**config.mk**
```make
export PLATFORM = sky130hd
export DESIGN_NAME = chord_keyboard_remapper
export DESIGN_NICKNAME = d
export VERILOG_FILES = /design/src/hdl/crm_pkg.sv /design/src/hdl/crm_core.sv /design/src/hdl/chord_keyboard_remapper.sv
export SDC_FILE = /design/constraint.sdc
export NUM_CORES = 1
export LEC_CHECK = 0
export CORE_MARGIN = 2
export CORE_UTILIZATION = 58
export CTS_BUF_LIST = sky130_fd_sc_hd__clkbuf_4 sky130_fd_sc_hd__clkbuf_8 sky130_fd_sc_hd__clkbuf_16
export DETAILED_ROUTE_END_ITERATION = 8
export DONT_BUFFER_PORTS = 1
export GPL_ROUTABILITY_DRIVEN = 0
export HOLD_SLACK_MARGIN = 0.12
export PLACE_DENSITY = 0.76
export SKIP_LAST_GASP = 1
export SYNTH_ARGS = -nofsm -noshare
export SYNTH_HDL_FRONTEND = slang
export SYNTH_SLANG_ARGS = --single-unit
```
**constraint.sdc**
```tcl
create_clock -name clk -period 6.96 [get_ports clk]
set_clock_uncertainty 0.2 [all_clocks]
set_input_delay 0.348 -clock clk [delete_from_list [all_inputs] [get_ports clk]]
set_output_delay 0.348 -clock clk [all_outputs]
set_load 0.005 [all_outputs]
```
**src/hdl/crm_pkg.sv**
```systemverilog
`default_nettype none

package crm_pkg;

  // One key event as it arrives
  typedef struct packed {
    logic [7:0] scan_code;
    logic       is_release;
    logic [1:0] ext_flags;
  } crm_in_t;

  // One forwarded event
  typedef struct packed {
    logic [7:0] out_scan_code;
    logic       out_is_release;
    logic [1:0] out_ext_flags;
    logic       last;
  } crm_out_t;

  // What one event produces: zero, one or two beats
  typedef struct packed {
    logic [1:0] count;
    crm_out_t   beat0;
    crm_out_t   beat1;
  } crm_res_t;

  localparam int unsigned ChordTableSize = 29;

  // Chord keys, left hand
  localparam logic [7:0] KeyA = 8'h1e;
  localparam logic [7:0] KeyS = 8'h1f;
  localparam logic [7:0] KeyD = 8'h20;
  localparam logic [7:0] KeyF = 8'h21;
  // Chord keys, right hand
  localparam logic [7:0] KeyH     = 8'h23;
  localparam logic [7:0] KeyJ     = 8'h24;
  localparam logic [7:0] KeyK     = 8'h25;
  localparam logic [7:0] KeyL     = 8'h26;
  localparam logic [7:0] KeySpace = 8'h39;

  // Left-hand index of a scan code, zero if not a left chord key
  function automatic logic [2:0] left_key(input logic [7:0] code);
    logic [2:0] idx;
    unique case (code)
      KeyA:    idx = 3'd1;
      KeyS:    idx = 3'd2;
      KeyD:    idx = 3'd3;
      KeyF:    idx = 3'd4;
      default: idx = 3'd0;
    endcase
    return idx;
  endfunction

  // Right-hand index of a scan code, zero if not a right chord key
  function automatic logic [2:0] right_key(input logic [7:0] code);
    logic [2:0] idx;
    unique case (code)
      KeyH:     idx = 3'd1;
      KeyJ:     idx = 3'd2;
      KeyK:     idx = 3'd3;
      KeyL:     idx = 3'd4;
      KeySpace: idx = 3'd5;
      default:  idx = 3'd0;
    endcase
    return idx;
  endfunction

  // Chord translation table, index = left + 5*right - 1
  function automatic logic [7:0] chord_code(input logic [4:0] idx);
    logic [7:0] code;
    unique case (idx)
      5'd0:  code = 8'h1e;
      5'd1:  code = 8'h1f;
      5'd2:  code = 8'h20;
      5'd3:  code = 8'h21;
      5'd4:  code = 8'h23;
      5'd5:  code = 8'h11;
      5'd6:  code = 8'h2d;
      5'd7:  code = 8'h12;
      5'd8:  code = 8'h2e;
      5'd9:  code = 8'h24;
      5'd10: code = 8'h13;
      5'd11: code = 8'h2f;
      5'd12: code = 8'h14;
      5'd13: code = 8'h30;
      5'd14: code = 8'h25;
      5'd15: code = 8'h15;
      5'd16: code = 8'h31;
      5'd17: code = 8'h16;
      5'd18: code = 8'h32;
      5'd19: code = 8'h26;
      5'd20: code = 8'h22;
      5'd21: code = 8'h17;
      5'd22: code = 8'h18;
      5'd23: code = 8'h19;
      5'd24: code = 8'h39;
      5'd25: code = 8'h10;
      5'd26: code = 8'h2c;
      5'd27: code = 8'h33;
      5'd28: code = 8'h34;
      default: code = 8'h00;
    endcase
    return code;
  endfunction

endpackage

`default_nettype wire

```
**src/hdl/crm_core.sv**
```systemverilog
`default_nettype none

module crm_core (
  input  wire logic            clk,
  input  wire logic            rst_n,
  input  wire logic            fire,
  input  wire crm_pkg::crm_in_t item,
  output crm_pkg::crm_res_t    res
);

  logic [2:0] left_r, left_nxt;
  logic [2:0] right_r, right_nxt;
  logic       pending_r, pending_nxt;

  logic [2:0] kl, kr;
  logic [5:0] sum;
  logic [4:0] idx;
  logic       hit;
  logic [7:0] xcode;

  // Key decode and chord translation
  always_comb begin
    kl    = crm_pkg::left_key(item.scan_code);
    kr    = crm_pkg::right_key(item.scan_code);
    sum   = {3'b000, left_r} + {1'b0, right_r, 2'b00} + {3'b000, right_r};
    idx   = 5'(sum - 6'd1);
    hit   = (sum >= 6'd1) && (sum <= 6'(crm_pkg::ChordTableSize));
    xcode = hit ? crm_pkg::chord_code(idx) : item.scan_code;
  end

  // Result beats
  always_comb begin
    res.count = 2'd0;
    res.beat0 = '{out_scan_code: item.scan_code, out_is_release: item.is_release,
                  out_ext_flags: item.ext_flags, last: 1'b1};
    res.beat1 = '{out_scan_code: xcode, out_is_release: 1'b1,
                  out_ext_flags: item.ext_flags, last: 1'b1};
    if (!item.is_release) begin
      res.count = (kl == 3'd0 && kr == 3'd0) ? 2'd1 : 2'd0;
    end else if (pending_r) begin
      res.count = 2'd2;
      res.beat0 = '{out_scan_code: xcode, out_is_release: 1'b0,
                    out_ext_flags: item.ext_flags, last: 1'b0};
    end else begin
      res.count = 2'd1;
    end
  end

  // Chord state update
  always_comb begin
    left_nxt    = left_r;
    right_nxt   = right_r;
    pending_nxt = pending_r;
    if (fire) begin
      if (!item.is_release) begin
        if (kl != 3'd0) left_nxt = kl;
        if (kr != 3'd0) right_nxt = kr;
        if (kl != 3'd0 || kr != 3'd0) pending_nxt = 1'b1;
      end else begin
        pending_nxt = 1'b0;
        if (kl != 3'd0) left_nxt = 3'd0;
        if (kr != 3'd0) right_nxt = 3'd0;
      end
    end
  end

  always_ff @(posedge clk) begin
    if (!rst_n) begin
      left_r    <= 3'd0;
      right_r   <= 3'd0;
      pending_r <= 1'b0;
    end else begin
      left_r    <= left_nxt;
      right_r   <= right_nxt;
      pending_r <= pending_nxt;
    end
  end

endmodule

`default_nettype wire

```
**src/hdl/chord_keyboard_remapper.sv**
```systemverilog
// Chord keyboard remapper.
// Input channel (in_valid/in_ready/in_data) takes one key event per beat.
// Output channel (out_valid/out_ready/out_data) gives the forwarded events;
// out_data.last marks the final beat caused by one input event.
// A chord key press gives no beat, any other press or a plain release gives
// one, and a release while a chord is pending gives two (make, then break of
// the translated code).
// An event is captured in the input register, then translated into a
// two-entry output buffer; out_valid is high while the buffer is not empty.
// Throughput: one event per cycle when it gives at most one beat and the
// receiver does not stall; a chord release puts two beats through the
// single output port.
// When the receiver stalls the output buffer fills, then the input register
// holds, and in_ready drops; nothing is lost.
// Reset (synchronous, rst_n low) empties both stages and clears the held
// chord keys and the pending flag.
`default_nettype none

module chord_keyboard_remapper (
  input  wire logic              clk,
  input  wire logic              rst_n,
  input  wire logic              in_valid,
  output logic                   in_ready,
  input  wire crm_pkg::crm_in_t  in_data,
  output logic                   out_valid,
  input  wire logic              out_ready,
  output crm_pkg::crm_out_t      out_data
);

  // Input register
  logic              s1_v_r, s1_v_nxt;
  crm_pkg::crm_in_t  s1_r;
  logic              go;
  crm_pkg::crm_res_t res;

  // Output buffer
  crm_pkg::crm_out_t slot0_r, slot0_nxt;
  crm_pkg::crm_out_t slot1_r, slot1_nxt;
  logic [1:0]        cnt_r, cnt_nxt;
  logic [1:0]        cnt_left;
  logic              pop;

  crm_core u_core (
    .clk   (clk),
    .rst_n (rst_n),
    .fire  (go),
    .item  (s1_r),
    .res   (res)
  );

  assign pop       = out_valid && out_ready;
  assign out_valid = (cnt_r != 2'd0);
  assign out_data  = slot0_r;
  assign cnt_left  = cnt_r - {1'b0, pop};
  assign go        = s1_v_r && ({1'b0, cnt_left} + {1'b0, res.count} <= 3'd2);
  assign in_ready  = !s1_v_r || go;
  assign s1_v_nxt  = (in_valid && in_ready) || (s1_v_r && !go);

  // Shift out the head beat, then append the new beats
  always_comb begin
    slot0_nxt = pop ? slot1_r : slot0_r;
    slot1_nxt = slot1_r;
    cnt_nxt   = cnt_left;
    if (go) begin
      cnt_nxt = cnt_left + res.count;
      if (res.count == 2'd2) begin
        slot0_nxt = res.beat0;
        slot1_nxt = res.beat1;
      end else if (res.count == 2'd1) begin
        if (cnt_left == 2'd0) begin
          slot0_nxt = res.beat0;
        end else begin
          slot1_nxt = res.beat0;
        end
      end
    end
  end

  always_ff @(posedge clk) begin
    if (!rst_n) begin
      s1_v_r <= 1'b0;
      cnt_r  <= 2'd0;
    end else begin
      s1_v_r <= s1_v_nxt;
      cnt_r  <= cnt_nxt;
    end
  end

  always_ff @(posedge clk) begin
    if (in_valid && in_ready) s1_r <= in_data;
    slot0_r <= slot0_nxt;
    slot1_r <= slot1_nxt;
  end

endmodule

`default_nettype wire

```
==> results.md <==
* Setup ws final at about 2600 ps
* Ranking of synthesized cells by area: edfxtp_1 25%, dfxtp_1 16%, ha_1 6.2%
* Hold Crit Start: s1_r[1]
* Core Region at 4692 sq um
* Final Critical Period at 4346 ps
* Avg Inst Size Synth at 9.441 sq um
* Htree depth at 2
* Total number of yosys warnings at 0
* # resized after CTS at 0
* Hold WS at approximately 270 ps
* CP Data Required Time at 6690 ps
* Power, Total at 956.9 uW
* Max cap viols at 0
* DRC Markers at 0
* Clock Sinks at 45
* Routed Antenna Nets at 0
* Die area at 5407 sq um
* Status: finished, final reports clean
* Cell Pwr Density at 314.6 nW/um^2
* Post-CTS setup repair buffer count at 0
* Synthesized area at between 2000 and 3000 sq um
* CTS tree: built
* Die width at 73.53 um
* Part of the Yosys area used for sequential elements at 40.34%
* Skew-Pair Late Insertion Delay at 310 ps
* Hold path endpoint: slot1_r[2]
* First-pass GRT wire length at between 9000 and 10000 um
* Via density at 6.107
* Hold path cells at 0
* Ys async rst share at 0%
* Hold Vio Cnt, Final at 0
* Crit path capture type: register
* XOR/XNOR share of the synthesized area at 4.418%
* RSZ-0062 raised after global routing: false
* Clk slew on worst S/H paths at 90 ps
* Initial antenna violation count at 0
* WL/cell at between 15 and 20 um
* Synth top area share at 24.63%
* Num CTS Buffers at 5
* Worst Hold Class: register to register
* Row count at 25
* Synth Flop Type: edfxtp_1
* Setup TNS at 0 ps
* Synth-to-Final Area Change at 8.478%
* Pleak at 1.275 nW
* Compound-gate portion of the synthesized area at 16.82%
* Worst Max-Slew Pin Slew at 1189 ps
* Port buffer count at 0
* Mux cell area share after synthesis at under 10%
* FF-to-FF setup slack at 2610 ps
* Share of cells above drive strength 1 at 7.616%
* Peak supply drop at between 0.2 and 0.25 mV
* Critical Path Fanout Max at 13
* Antenna cell count at 0
* Post-synth EDFFs at 23
* Post-Synth Adder-Cell Area at between 8 and 9%
* CTS max path bufs at 2
* Gr usage total at between 20% and 30%
* Top-count cell post-synth: nor2_1
* Largest area contributor in the netlist: edfxtp_1
* Critical path class: register to register
* RR Startpoint: cnt_r[1]
* Reg2reg path depth at 10
* CP arrival at 4080 ps
* Via Count at 2174
* Fin nets at 333
* Router iterations before antenna repair at 4
* Register area at 1131 sq um
* Place WS at 2590 ps
* Simple-Gate Fraction of Synth Area at 18.52%
* Vias in the first global route at slightly below 2k
* Final core occ at between 60 and 70%
* CTS root buf: clkbuf_8
* Nature of the critical path startpoint: register
* Final wirelength at 5689 um
* Largest net degree at the start of global routing at 17
* Max-slew headroom at 20.76%
* IO Pins at 29
* DPL Wire Length at around 4000 um
* Initial Util at 59.76%
* Fin. max-slew vios at 0
* Cell area after placement at 2796 sq um
* Hold_buf cts at 13
* Gr ovfl total at 0
* Final period utilization at 62.44%
* Fill cells at roughly 380
* Distinct cells, synth at 59
* Design area at a little over 3000 sq um
* Initial DRC count at 175
* Highest Clock Rate at 230.1 MHz
* Placed cell count at ~340
* Final Setup Violations at 0
* Synth Instances at 297
* Die Ht at 73.53 um
* Worst R2R End: slot1_r[9]
* Multi-input gate area at 1541 sq um
* Top post-synthesis cells by count: 33 x nor2_1, 27 x nand2_1, 23 x edfxtp_1
* Largest family of logic cells by synthesized area: simple AND/OR/NAND/NOR gates
* Final Non-Filler Cells at ~360
* FF+latch count, synth at 45
* Net Count, Synth at 329
==> metal layers <==
layer	wire (um)	GRT usage (%)
met1	2553	31.52
met2	2660	35.12
met3	392	4.390
met4	82	7.071
met5	0	0
==> sequential cells by signal, indices dropped and copies added, names as in the netlist <==
name and flops:
s1_r 11, s1_v_r 1, u_core.right_r 3, cnt_r 2, u_core.left_r 3, slot1_r 12
out_data 12, u_core.pending_r 1
==> area by class of cell <==
type | instances | share of cell area (%)
clock buffer | 5 | 2.262
clock inverter | 3 | 1.522
inverter | 15 | 1.851
multi-input combinational | 221 | 50.68
sequential | 45 | 37.19
tap | 54 | 2.221
timing repair buffer | 13 | 4.278
==> critical path, stage by stage (launching register included) <==
cell and delay (ps):
dfxtp_1 330, or2_2 310, nand2_1 530, inv_1 110
ha_1 340, inv_1 50, ha_1 200, fa_1 460
a21oi_1 180, nand2_1 270, a21oi_1 1000
==> how the worst max path moves through the flow <==
| stage | start | endpoint |
|---|---|---|
| after global placement | cnt_r[1] | slot1_r[6] |
| after CTS | cnt_r[1] | slot1_r[9] |
| after detailed placement | cnt_r[1] | slot1_r[2] |
| after global routing | cnt_r[1] | slot1_r[9] |
| after floorplan | cnt_r[1] | slot1_r[0] |
| final | cnt_r[1] | slot1_r[9] |
==> cell families after synthesis <==
kind of cell | Yosys count
and+or+nand+nor | 107
other | 1
AOI/OAI and AO/OA | 68
buffers and inverters | 31
muxes | 18
adders and majority gates | 17
DFF | 45
xor gates and xnor gates | 10
==> cells in the final DEF (no fill, tap or decap), drive strengths merged, types with 3 or more instances in the layout <==
cell and instances:
nor2 33, nand2 27, edfxtp 23, dfxtp 22, a21oi 18, inv 15, ha 14, dlygate4sd3 13
mux2i 12, o21ai 11, nor2b 10, nor3 9, nand3 7, xnor2 7, mux2 6, clkbuf 5
nand2b 4, and2 4, a221o 4, a32oi 4, o22ai 3, a211oi 3, a21o 3, or4 3
fa 3
==> power by group <==
group / internal [mW] / switching [mW] / leakage (nW) / total (mW)
combinational: 0.140 / 0.188 / 0.821 / 0.328
sequential: 0.373 / 0.0546 / 0.399 / 0.428
clock: 0.107 / 0.0937 / 0.0543 / 0.201
(Power assumes the default switching activity.)
